<file path="src/rtl/core/fnb_pkg.sv">
// fnb_pkg: shared widths, constants, register indexes and reset values for the filtered
// noise burst unit. Used by fnb_divider and filtered_noise_burst_unit; depends on nothing.
`default_nettype none

package fnb_pkg;

   // field widths
   localparam int IDX_W       = 14;
   localparam int GEN_W       = 32;
   localparam int ALPHA_W     = 9;
   localparam int AMP_W       = 7;
   localparam int SAMPLE_W    = 8;
   localparam int CSR_DATA_W  = 32;
   localparam int CSR_INDEX_W = 3;

   // register indexes
   localparam logic [CSR_INDEX_W-1:0] REG_NOISE_SEED   = 3'd0;
   localparam logic [CSR_INDEX_W-1:0] REG_ALPHA_START  = 3'd1;
   localparam logic [CSR_INDEX_W-1:0] REG_ALPHA_END    = 3'd2;
   localparam logic [CSR_INDEX_W-1:0] REG_AMPLITUDE    = 3'd3;
   localparam logic [CSR_INDEX_W-1:0] REG_BURST_LENGTH = 3'd4;
   localparam logic [CSR_INDEX_W-1:0] REG_START_OFFSET = 3'd5;

   // buffer index saturates here; samples at this index always pass through
   localparam logic [IDX_W-1:0] INDEX_MAX = 14'd16383;

   // linear congruential generator
   localparam logic [GEN_W-1:0] LCG_MUL = 32'd1664525;
   localparam logic [GEN_W-1:0] LCG_INC = 32'd1013904223;

   // envelope and gain constants
   localparam logic [IDX_W-1:0] ATTACK_LEN = 14'd24;
   localparam logic [IDX_W-1:0] FADE_LEN   = 14'd120;
   localparam logic [IDX_W-1:0] GAIN_DEN   = 14'd127;
   localparam logic [IDX_W-1:0] ENV_DEN    = 14'd255;
   localparam logic [7:0]       ENV_FULL   = 8'd255;

   // serial divider: magnitude bits, divisor bits, quotient bits per cycle
   localparam int DIV_NUM_W          = 24;
   localparam int DIV_DEN_W          = IDX_W;
   localparam int DIV_BITS_PER_CYCLE = 2;
   localparam int DIV_STEPS          = DIV_NUM_W / DIV_BITS_PER_CYCLE;
   localparam int DIV_CNT_W          = $clog2(DIV_STEPS);

   // register reset values
   localparam logic [GEN_W-1:0]   RST_NOISE_SEED   = 32'd324508639;
   localparam logic [ALPHA_W-1:0] RST_ALPHA_START  = 9'd150;
   localparam logic [ALPHA_W-1:0] RST_ALPHA_END    = 9'd30;
   localparam logic [AMP_W-1:0]   RST_AMPLITUDE    = 7'd100;
   localparam logic [IDX_W-1:0]   RST_BURST_LENGTH = 14'd1600;
   localparam logic [IDX_W-1:0]   RST_START_OFFSET = 14'd0;

endpackage : fnb_pkg

`default_nettype wire

</file>
<file path="src/rtl/core/fnb_divider.sv">
// fnb_divider: signed-by-unsigned serial divider, truncating toward zero,
// two quotient bits per cycle. Depends on fnb_pkg.
`default_nettype none

module fnb_divider
   import fnb_pkg::*;
(
   input  logic                        clock,
   input  logic                        reset,
   input  logic                        div_start,
   input  logic signed [DIV_NUM_W:0]   div_num,
   input  logic        [DIV_DEN_W-1:0] div_den,
   output logic                        div_done,
   output logic signed [DIV_NUM_W:0]   div_quo
);

   logic                 busy_ff, busy_in;
   logic                 done_ff, done_in;
   logic [DIV_CNT_W-1:0] cnt_ff, cnt_in;
   logic                 neg_ff, neg_in;
   logic [DIV_DEN_W-1:0] den_ff, den_in;
   logic [DIV_NUM_W-1:0] dvd_ff, dvd_in;
   logic [DIV_DEN_W:0]   rem_ff, rem_in;

   logic [DIV_NUM_W-1:0] num_mag;
   logic [DIV_NUM_W-1:0] dvd_v;
   logic [DIV_DEN_W:0]   rem_v;
   logic [DIV_DEN_W:0]   trial;

   // magnitude of the dividend
   assign num_mag = div_num[DIV_NUM_W] ? DIV_NUM_W'(-div_num) : div_num[DIV_NUM_W-1:0];

   // restoring steps for one cycle
   always_comb begin
      dvd_v = dvd_ff;
      rem_v = rem_ff;
      trial = '0;
      for (int k = 0; k < DIV_BITS_PER_CYCLE; k++) begin
         trial = {rem_v[DIV_DEN_W-1:0], dvd_v[DIV_NUM_W-1]};
         dvd_v = {dvd_v[DIV_NUM_W-2:0], 1'b0};
         if (trial >= {1'b0, den_ff}) begin
            trial    = trial - {1'b0, den_ff};
            dvd_v[0] = 1'b1;
         end
         rem_v = trial;
      end
   end

   // sequencing
   always_comb begin
      busy_in = busy_ff;
      done_in = 1'b0;
      cnt_in  = cnt_ff;
      neg_in  = neg_ff;
      den_in  = den_ff;
      dvd_in  = dvd_ff;
      rem_in  = rem_ff;
      if (div_start) begin
         busy_in = 1'b1;
         cnt_in  = '0;
         neg_in  = div_num[DIV_NUM_W];
         den_in  = div_den;
         dvd_in  = num_mag;
         rem_in  = '0;
      end else if (busy_ff) begin
         dvd_in = dvd_v;
         rem_in = rem_v;
         cnt_in = cnt_ff + 1'b1;
         if (cnt_ff == DIV_CNT_W'(DIV_STEPS - 1)) begin
            busy_in = 1'b0;
            done_in = 1'b1;
         end
      end
   end

   always_ff @(posedge clock) begin
      if (reset) begin
         busy_ff <= 1'b0;
         done_ff <= 1'b0;
         cnt_ff  <= '0;
      end else begin
         busy_ff <= busy_in;
         done_ff <= done_in;
         cnt_ff  <= cnt_in;
      end
      neg_ff <= neg_in;
      den_ff <= den_in;
      dvd_ff <= dvd_in;
      rem_ff <= rem_in;
   end

   assign div_done = done_ff;
   assign div_quo  = neg_ff ? -$signed({1'b0, dvd_ff}) : $signed({1'b0, dvd_ff});

endmodule : fnb_divider

`default_nettype wire

</file>
<file path="src/rtl/core/filtered_noise_burst_unit.sv">
// filtered_noise_burst_unit: top level; LCG noise, one-pole lowpass and envelope
// mixed onto a sample stream. Depends on fnb_pkg and fnb_divider.
//
//   channel   direction  handshake              payload
//   req       in         req_valid / req_stall  req_base_sample, req_last_item
//   rsp       out        rsp_valid / rsp_stall  rsp_mixed_sample, rsp_last_out
//   csr       in         csr_write_en           csr_index, csr_write_data
//
// A sample outside the burst skips the arithmetic; a burst sample is computed on one
// shared 33x22 multiplier and one serial divider that yields two quotient bits per
// cycle (4 to 6 divisions per burst sample).
// Reset is synchronous and loads the register defaults; no clearing pass.
// A finished beat waits in the output register; the next req beat is taken meanwhile.
`default_nettype none

module filtered_noise_burst_unit
   import fnb_pkg::*;
(
   input  logic                          clock,
   input  logic                          reset,
   input  logic                          req_valid,
   output logic                          req_stall,
   input  logic signed [SAMPLE_W-1:0]    req_base_sample,
   input  logic                          req_last_item,
   output logic                          rsp_valid,
   input  logic                          rsp_stall,
   output logic signed [SAMPLE_W-1:0]    rsp_mixed_sample,
   output logic                          rsp_last_out,
   input  logic                          csr_write_en,
   input  logic        [CSR_INDEX_W-1:0] csr_index,
   input  logic        [CSR_DATA_W-1:0]  csr_write_data
);

   typedef enum logic [4:0] {
      ST_IDLE,
      ST_LCG_MUL,
      ST_LCG_ADD,
      ST_ALPHA_MUL,
      ST_ALPHA_DIV,
      ST_LP_MUL,
      ST_LP_ADD,
      ST_ENV_MUL,
      ST_ENV_DIV,
      ST_SQ_MUL,
      ST_SQ_DIV,
      ST_FADE_MUL,
      ST_FADE_DIV,
      ST_GAIN_MUL,
      ST_GAIN_DIV,
      ST_SHAPE_MUL,
      ST_SHAPE_DIV,
      ST_DONE
   } state_type;

   state_type state_ff, state_in;

   // configuration
   logic [GEN_W-1:0]   seed_ff, seed_in;
   logic [ALPHA_W-1:0] as_ff, as_in;
   logic [ALPHA_W-1:0] ae_ff, ae_in;
   logic [AMP_W-1:0]   amp_ff, amp_in;
   logic [IDX_W-1:0]   bl_ff, bl_in;
   logic [IDX_W-1:0]   so_ff, so_in;

   // running state
   logic [IDX_W-1:0]          idx_ff, idx_in;
   logic [GEN_W-1:0]          gen_ff, gen_in;
   logic signed [ALPHA_W-1:0] fv_ff, fv_in;

   // per-sample working registers
   logic signed [SAMPLE_W-1:0] base_ff, base_in;
   logic                       last_ff, last_in;
   logic [IDX_W-1:0]           i_ff, i_in;
   logic signed [SAMPLE_W-1:0] noise_ff, noise_in;
   logic [ALPHA_W-1:0]         alpha_ff, alpha_in;
   logic [7:0]                 env_ff, env_in;
   logic signed [9:0]          gq_ff, gq_in;
   logic signed [SAMPLE_W-1:0] res_ff, res_in;
   logic signed [54:0]         prod_ff, prod_in;
   logic                       launched_ff, launched_in;

   // output register
   logic                       rsp_valid_ff, rsp_valid_in;
   logic signed [SAMPLE_W-1:0] rsp_sample_ff, rsp_sample_in;
   logic                       rsp_last_ff, rsp_last_in;

   // shared units
   logic signed [32:0]          mul_a;
   logic signed [21:0]          mul_b;
   logic                        div_start;
   logic        [DIV_DEN_W-1:0] div_den;
   logic                        div_done;
   logic signed [DIV_NUM_W:0]   div_quo;

   // helpers
   logic                  in_burst;
   logic                  attack;
   logic                  fade;
   logic                  out_free;
   logic                  div_fire;
   logic [GEN_W-1:0]      gen_next;
   logic signed [10:0]    alpha_span;
   logic signed [10:0]    lp_diff;
   logic signed [24:0]    lp_prod;
   logic signed [24:0]    lp_adj;
   logic signed [17:0]    lp_sum;
   logic signed [25:0]    alpha_full;
   logic signed [10:0]    mix;

   fnb_divider u_div (
      .clock     (clock),
      .reset     (reset),
      .div_start (div_start),
      .div_num   (prod_ff[DIV_NUM_W:0]),
      .div_den   (div_den),
      .div_done  (div_done),
      .div_quo   (div_quo)
   );

   // sample classification
   assign in_burst = (idx_ff != INDEX_MAX) && (idx_ff >= so_ff) && ((idx_ff - so_ff) < bl_ff);
   assign attack   = i_ff < ATTACK_LEN;
   assign fade     = ({1'b0, i_ff} + {1'b0, FADE_LEN}) > {1'b0, bl_ff};
   assign out_free = !rsp_valid_ff || !rsp_stall;
   assign div_fire = launched_ff && div_done;

   // arithmetic around the shared units
   assign gen_next   = prod_ff[GEN_W-1:0] + LCG_INC;
   assign alpha_span = $signed({2'b00, as_ff}) - $signed({2'b00, ae_ff});
   assign lp_diff    = 11'(noise_ff) - 11'(fv_ff);
   assign lp_prod    = prod_ff[24:0];
   assign lp_adj     = lp_prod + (lp_prod[24] ? 25'sd255 : 25'sd0);
   assign lp_sum     = 18'(fv_ff) + 18'($signed(lp_adj[24:8]));
   assign alpha_full = $signed({17'b0, as_ff}) - 26'(div_quo);
   assign mix        = 11'(base_ff) + 11'($signed(div_quo[9:0]));

   // multiplier operand selection
   always_comb begin
      mul_a = '0;
      mul_b = '0;
      case (state_ff)
         ST_LCG_MUL: begin
            mul_a = $signed({1'b0, gen_ff});
            mul_b = $signed(22'(LCG_MUL));
         end
         ST_ALPHA_MUL: begin
            mul_a = 33'(alpha_span);
            mul_b = $signed({8'b0, i_ff});
         end
         ST_LP_MUL: begin
            mul_a = 33'(lp_diff);
            mul_b = $signed({13'b0, alpha_ff});
         end
         ST_ENV_MUL: begin
            mul_a = attack ? $signed({19'b0, i_ff}) : $signed({19'b0, i_ff - ATTACK_LEN});
            mul_b = $signed({14'b0, ENV_FULL});
         end
         ST_SQ_MUL: begin
            mul_a = $signed({25'b0, env_ff});
            mul_b = $signed({14'b0, env_ff});
         end
         ST_FADE_MUL: begin
            mul_a = $signed({25'b0, env_ff});
            mul_b = $signed({8'b0, bl_ff - i_ff});
         end
         ST_GAIN_MUL: begin
            mul_a = 33'(fv_ff);
            mul_b = $signed({15'b0, amp_ff});
         end
         ST_SHAPE_MUL: begin
            mul_a = 33'(gq_ff);
            mul_b = $signed({14'b0, env_ff});
         end
         default: begin
            mul_a = '0;
            mul_b = '0;
         end
      endcase
   end

   // divisor selection
   always_comb begin
      case (state_ff)
         ST_ALPHA_DIV: div_den = bl_ff;
         ST_ENV_DIV:   div_den = attack ? ATTACK_LEN : bl_ff - ATTACK_LEN;
         ST_SQ_DIV:    div_den = ENV_DEN;
         ST_FADE_DIV:  div_den = FADE_LEN;
         ST_GAIN_DIV:  div_den = GAIN_DEN;
         ST_SHAPE_DIV: div_den = ENV_DEN;
         default:      div_den = ENV_DEN;
      endcase
   end

   // sequencer and next-state logic
   always_comb begin
      state_in      = state_ff;
      seed_in       = seed_ff;
      as_in         = as_ff;
      ae_in         = ae_ff;
      amp_in        = amp_ff;
      bl_in         = bl_ff;
      so_in         = so_ff;
      idx_in        = idx_ff;
      gen_in        = gen_ff;
      fv_in         = fv_ff;
      base_in       = base_ff;
      last_in       = last_ff;
      i_in          = i_ff;
      noise_in      = noise_ff;
      alpha_in      = alpha_ff;
      env_in        = env_ff;
      gq_in         = gq_ff;
      res_in        = res_ff;
      prod_in       = prod_ff;
      launched_in   = launched_ff;
      rsp_valid_in  = rsp_valid_ff;
      rsp_sample_in = rsp_sample_ff;
      rsp_last_in   = rsp_last_ff;
      div_start     = 1'b0;

      // register writes
      if (csr_write_en) begin
         case (csr_index)
            REG_NOISE_SEED:   seed_in = csr_write_data;
            REG_ALPHA_START:  as_in   = csr_write_data[ALPHA_W-1:0];
            REG_ALPHA_END:    ae_in   = csr_write_data[ALPHA_W-1:0];
            REG_AMPLITUDE:    amp_in  = csr_write_data[AMP_W-1:0];
            REG_BURST_LENGTH: bl_in   = csr_write_data[IDX_W-1:0];
            REG_START_OFFSET: so_in   = csr_write_data[IDX_W-1:0];
            default: ;
         endcase
      end

      // output beat taken
      if (rsp_valid_ff && !rsp_stall) begin
         rsp_valid_in = 1'b0;
      end

      // launch a division on the first cycle of a divide state
      case (state_ff)
         ST_ALPHA_DIV, ST_ENV_DIV, ST_SQ_DIV, ST_FADE_DIV, ST_GAIN_DIV, ST_SHAPE_DIV: begin
            if (!launched_ff) begin
               div_start   = 1'b1;
               launched_in = 1'b1;
            end else if (div_done) begin
               launched_in = 1'b0;
            end
         end
         default: ;
      endcase

      case (state_ff)
         ST_IDLE: begin
            if (req_valid) begin
               base_in = req_base_sample;
               last_in = req_last_item;
               res_in  = req_base_sample;
               i_in    = idx_ff - so_ff;
               if (idx_ff == '0) begin
                  gen_in = seed_ff;
                  fv_in  = '0;
               end
               if (req_last_item) begin
                  idx_in = '0;
               end else if (idx_ff != INDEX_MAX) begin
                  idx_in = idx_ff + 1'b1;
               end
               state_in = in_burst ? ST_LCG_MUL : ST_DONE;
            end
         end
         ST_LCG_MUL: begin
            prod_in  = mul_a * mul_b;
            state_in = ST_LCG_ADD;
         end
         ST_LCG_ADD: begin
            // noise is generator bits 23..16 less 128
            gen_in   = gen_next;
            noise_in = $signed({~gen_next[23], gen_next[22:16]});
            state_in = ST_ALPHA_MUL;
         end
         ST_ALPHA_MUL: begin
            prod_in  = mul_a * mul_b;
            state_in = ST_ALPHA_DIV;
         end
         ST_ALPHA_DIV: begin
            if (div_fire) begin
               alpha_in = alpha_full[ALPHA_W-1:0];
               state_in = ST_LP_MUL;
            end
         end
         ST_LP_MUL: begin
            prod_in  = mul_a * mul_b;
            state_in = ST_LP_ADD;
         end
         ST_LP_ADD: begin
            // divide by 256 toward zero, then saturate to 9 bits
            if (lp_sum > 18'sd255) begin
               fv_in = 9'sd255;
            end else if (lp_sum < -18'sd256) begin
               fv_in = -9'sd256;
            end else begin
               fv_in = lp_sum[ALPHA_W-1:0];
            end
            state_in = ST_ENV_MUL;
         end
         ST_ENV_MUL: begin
            prod_in  = mul_a * mul_b;
            state_in = ST_ENV_DIV;
         end
         ST_ENV_DIV: begin
            if (div_fire) begin
               if (attack) begin
                  env_in   = div_quo[7:0];
                  state_in = fade ? ST_FADE_MUL : ST_GAIN_MUL;
               end else begin
                  env_in   = ENV_FULL - div_quo[7:0];
                  state_in = ST_SQ_MUL;
               end
            end
         end
         ST_SQ_MUL: begin
            prod_in  = mul_a * mul_b;
            state_in = ST_SQ_DIV;
         end
         ST_SQ_DIV: begin
            if (div_fire) begin
               env_in   = div_quo[7:0];
               state_in = fade ? ST_FADE_MUL : ST_GAIN_MUL;
            end
         end
         ST_FADE_MUL: begin
            prod_in  = mul_a * mul_b;
            state_in = ST_FADE_DIV;
         end
         ST_FADE_DIV: begin
            if (div_fire) begin
               env_in   = div_quo[7:0];
               state_in = ST_GAIN_MUL;
            end
         end
         ST_GAIN_MUL: begin
            prod_in  = mul_a * mul_b;
            state_in = ST_GAIN_DIV;
         end
         ST_GAIN_DIV: begin
            if (div_fire) begin
               gq_in    = div_quo[9:0];
               state_in = ST_SHAPE_MUL;
            end
         end
         ST_SHAPE_MUL: begin
            prod_in  = mul_a * mul_b;
            state_in = ST_SHAPE_DIV;
         end
         ST_SHAPE_DIV: begin
            // mix and clamp to +-127
            if (div_fire) begin
               if (mix > 11'sd127) begin
                  res_in = 8'sd127;
               end else if (mix < -11'sd127) begin
                  res_in = -8'sd127;
               end else begin
                  res_in = mix[SAMPLE_W-1:0];
               end
               state_in = ST_DONE;
            end
         end
         ST_DONE: begin
            if (out_free) begin
               rsp_valid_in  = 1'b1;
               rsp_sample_in = res_ff;
               rsp_last_in   = last_ff;
               state_in      = ST_IDLE;
            end
         end
         default: state_in = ST_IDLE;
      endcase
   end

   always_ff @(posedge clock) begin
      if (reset) begin
         state_ff     <= ST_IDLE;
         seed_ff      <= RST_NOISE_SEED;
         as_ff        <= RST_ALPHA_START;
         ae_ff        <= RST_ALPHA_END;
         amp_ff       <= RST_AMPLITUDE;
         bl_ff        <= RST_BURST_LENGTH;
         so_ff        <= RST_START_OFFSET;
         idx_ff       <= '0;
         gen_ff       <= RST_NOISE_SEED;
         fv_ff        <= '0;
         launched_ff  <= 1'b0;
         rsp_valid_ff <= 1'b0;
      end else begin
         state_ff     <= state_in;
         seed_ff      <= seed_in;
         as_ff        <= as_in;
         ae_ff        <= ae_in;
         amp_ff       <= amp_in;
         bl_ff        <= bl_in;
         so_ff        <= so_in;
         idx_ff       <= idx_in;
         gen_ff       <= gen_in;
         fv_ff        <= fv_in;
         launched_ff  <= launched_in;
         rsp_valid_ff <= rsp_valid_in;
      end
      base_ff       <= base_in;
      last_ff       <= last_in;
      i_ff          <= i_in;
      noise_ff      <= noise_in;
      alpha_ff      <= alpha_in;
      env_ff        <= env_in;
      gq_ff         <= gq_in;
      res_ff        <= res_in;
      prod_ff       <= prod_in;
      rsp_sample_ff <= rsp_sample_in;
      rsp_last_ff   <= rsp_last_in;
   end

   assign req_stall        = (state_ff != ST_IDLE);
   assign rsp_valid        = rsp_valid_ff;
   assign rsp_mixed_sample = rsp_sample_ff;
   assign rsp_last_out     = rsp_last_ff;

endmodule : filtered_noise_burst_unit

`default_nettype wire
</file>
<file path="config.mk">
export PLATFORM = sky130hd
export DESIGN_NAME = filtered_noise_burst_unit
export DESIGN_NICKNAME = d
export VERILOG_FILES = /design/src/rtl/core/fnb_pkg.sv /design/src/rtl/core/fnb_divider.sv /design/src/rtl/core/filtered_noise_burst_unit.sv
export SDC_FILE = /design/constraint.sdc
export NUM_CORES = 2
export LEC_CHECK = 0
export BUFFER_PORTS_ARGS = -buffer_cell sky130_fd_sc_hd__buf_2
export CAP_MARGIN = 20
export CORE_UTILIZATION = 43
export DETAILED_ROUTE_END_ITERATION = 8
export SLEW_MARGIN = 20
export SYNTH_ARGS = -nofsm -noshare
export SYNTH_HDL_FRONTEND = slang
export SYNTH_SLANG_ARGS = --single-unit
</file>
<file path="constraint.sdc">
create_clock -name clock -period 9.6 [get_ports clock]
set_input_delay 1.44 -clock clock [delete_from_list [all_inputs] [get_ports clock]]
set_output_delay 1.44 -clock clock [all_outputs]
set_load 0.02 [all_outputs]
</file>
==> summary.txt <==
Run status
  – Status: finished clean

STA
  – Final setup vio count: 0
  – Fmax: 109 MHz
  – Worst Skew: 0.0131 ns
  – RSZ-0062 raised after global routing: no
  – Rel. slew slack: 28.8%
  – Final Max Tran Viols: 0
  – Fin crit share: 95.3%
  – Fin crit period: 9.14 ns
  – Setup TNS: 0 ns
  – Fin. Hold Viols: 0
  – Worst slew pin tran: 1.06 ns

Hold path
  – Hold_sp: last_ff
  – Hold path endpoint: rsp_last_out
  – Worst Hold Depth: 0
  – HP Class: reg -> reg

Setup path
  – CP max FO: 12
  – Critical R2R Launch: i_ff[3]
  – Flop2flop setup slack: 0.46 ns
  – CP top delay family: adder cells
  – Critical-path top delay cell: fa_1
  – CP Depth: 33
  – Crit path top cell by count: xnor2_1
  – Crit end category: register
  – Max incr delay on CP: 0.56 ns
  – Reg2Reg Capture Point: prod_ff[24]
  – Worst EP required: 9.88 ns
  – Buf/Inv on CP: 7
  – Worst reg-to-reg path cell count: 33
  – Crit Path Category: reg -> reg
  – CP Launch Type: register
  – WP data arrival: 9.43 ns

Routing
  – DRT iter0 DRCs: 1890
  – Final WL: 84.1 mm
  – Number of routed nets with antenna violations: 0
  – Residual DRC: 0
  – Vias post-DR: 22.8k
  – Routed wire per std cell: 20.1 µm
  – Initial DRT Pass Iterations: 5
  – Vias/cell: 5.46

GRT
  – First-pass GRT wire length: 130 mm
  – Gr usage total: 25.2%
  – Initial antenna violation count: 3
  – Largest net degree at the start of global routing: 66
  – Vias in the first global route: 21.9k
  – Total grt overflow: 0

CTS
  – CTS tree: done
  – Total CTS buffers: 34
  – Clock sink total: 292
  – Setup bufs post-CTS: 0
  – Max Buffers Root-to-Sink: 3
  – Root Buffer: clkbuf_16
  – H-tree depth: 2
  – CTS clk-pin slew, worst paths: 0.06 ns
  – Clock Latency Late Sink: 0.54 ns

Flow run
  – # Max-Cap Violations: 0

Finish
  – Fin nets: 3811
  – Share of layout cells above drive strength 1: 7.40%
  – Antenna cells: 0
  – Final core utilization: 47.6%
  – Number of fill cells: 6354
  – Area grow syn2layout: 9.09%

Logic synthesis
  – Synth top area share: 15.5%
  – Syn_nets: 3779
  – Number of synthesized flops with an enable pin: 139
  – Synth area leader: fa_1
  – Most used DFF post-synth: dfxtp_1
  – Syn. warnings: 0
  – Synthesized netlist cell count: 3268
  – Area contributors post-synth: fa_1 16%, edfxtp_1 15%, dfxtp_1 11%
  – Distinct cells, synth: 90
  – Flops & latches, synth: 292
  – Post-Syn Area per Cell: 8.61 µm²
  – Cell area after synthesis: 28200 µm²
  – Post-synth ARST share: 0%
  – Sequential area share after synthesis: 25.7%

Power and ir drop
  – Leakage: 13.6 nW
  – Worst VDD drop: 137 µV
  – Pwr dens: 303 nW/µm²

Floorplan
  – # rows: 93
  – Die Y: 258 µm
  – Initial core utilization: 43.6%
  – Die W: 258 µm
  – Core area: 64600 µm²
  – Die ar.: 66500 µm²
  – Top-Level Pins: 60

Place
  – Post-DP HPWL: 67.4 mm
  – Number of port buffers: 52
  – Routability congestion estimate: 0.968
==> per-stage QoR <==
stage	cell area, µm²	setup slack (ns)	power (mW)	hold WS, ns	cells
after floorplan	28200	0.582	6.26	0.400	3268
after global placement	29600	0.612	7.91	0.402	4119
after detailed placement	29600	0.617	7.94	0.405	4119
after CTS	30700	0.587	9.30	0.419	4180
after global routing	30700	0.0374	10.1	0.421	4180
final	30700	0.455	9.30	0.418	4180
==> cell usage in the layout, fill, tap and decap left out, types with 27 or more instances in the layout <==
cell type,instances
a211o_1,30
a21o_1,48
a21oi_1,200
and2_1,38
buf_2,51
buf_4,86
clkbuf_16,35
dfxtp_1,152
edfxtp_1,139
fa_1,218
ha_1,244
inv_1,436
nand2_1,470
nand2b_1,34
nand3_1,43
nand3b_1,36
nor2_1,222
nor2b_1,37
nor3_1,37
o21ai_0,121
or3_1,27
xnor2_1,147
xor2_1,80
==> registers in the layout (all words and copies together), names as in the netlist, 9 cells and up <==
signal,cells
u_div.den_ff,14
ae_ff,9
so_ff,14
u_div.dvd_ff,24
seed_ff,25
bl_ff,14
idx_ff,14
prod_ff,25
gq_ff,10
fv_ff,9
gen_ff,25
u_div.rem_ff,14
i_ff,14
alpha_ff,9
as_ff,9
==> how the worst max path moves through the flow <==
| stage | startpoint | to | slack, ns |
|---|---|---|---|
| 3_5_place_dp | i_ff[0] | prod_ff[24] | 0.62 |
| 3_3_place_gp | i_ff[3] | prod_ff[24] | 0.61 |
| 5_1_grt | i_ff[3] | prod_ff[24] | 0.04 |
| 2_1_floorplan | state_ff[4] | prod_ff[24] | 0.58 |
| 4_1_cts | bl_ff[1] | prod_ff[24] | 0.59 |
| 6_report | i_ff[3] | prod_ff[24] | 0.46 |
==> per-layer routing <==
| layer | wire, µm | track usage [%] | vias up |
|---|---|---|---|
| met5 | 23 | 0 | - |
| met4 | 1950 | 6.08 | 4 |
| met3 | 6490 | 4.09 | 106 |
| met2 | 36400 | 38.7 | 735 |
| met1 | 39300 | 37.0 | 11000 |
| li1 | - | - | 11000 |
==> timing repair <==
action / 4_1_cts / 5_1_grt
endpoints found under the setup margin: 0 / 2
gates resized for setup: 0 / 1
hold buffers: 0 / 0
==> synth_stat cells, types with 19 or more instances <==
library cell / count
a211o_1: 30
a211oi_1: 19
a21o_1: 48
a21oi_1: 200
a22oi_1: 20
and2_1: 38
clkbuf_1: 116
dfxtp_1: 153
edfxtp_1: 139
fa_1: 218
ha_1: 244
inv_1: 436
mux2i_1: 19
nand2_1: 470
nand2b_1: 34
nand3_1: 43
nand3b_1: 36
nand4_1: 24
nor2_1: 222
nor2b_1: 38
nor3_1: 38
o21ai_0: 121
o21bai_1: 25
or3_1: 28
xnor2_1: 147
xor2_1: 80
==> report_power, final <==
group	switching, mW	leakage [nW]	total (mW)	internal [mW]
clock network	0.541	0.542	1.31	0.768
registers	0.330	2.52	2.13	1.80
logic	3.56	10.5	5.86	2.30
total	4.43	13.6	9.30	4.86
==> logic make-up after synthesis <==
family	share of synthesized area [%]
compound gates	14.3
flops	25.7
fa+ha+maj	26.3
mux	1.44
buf+inv	7.88
xor+xnor	7.22
simple gates	17.1
==> cell type report <==
class                   instances  area (µm²)  area share (%)
multi-input cells            2397       18800            61.1
flip-flops and latches        292        7240            23.6
inverters                     438        1640            5.35
well taps                     855        1070            3.48
clock buffers                  50         982            3.20
repair buffers                137         901            2.93
clock inverters                11         125           0.407
No activity file was read; power rests on OpenSTA's default activity.
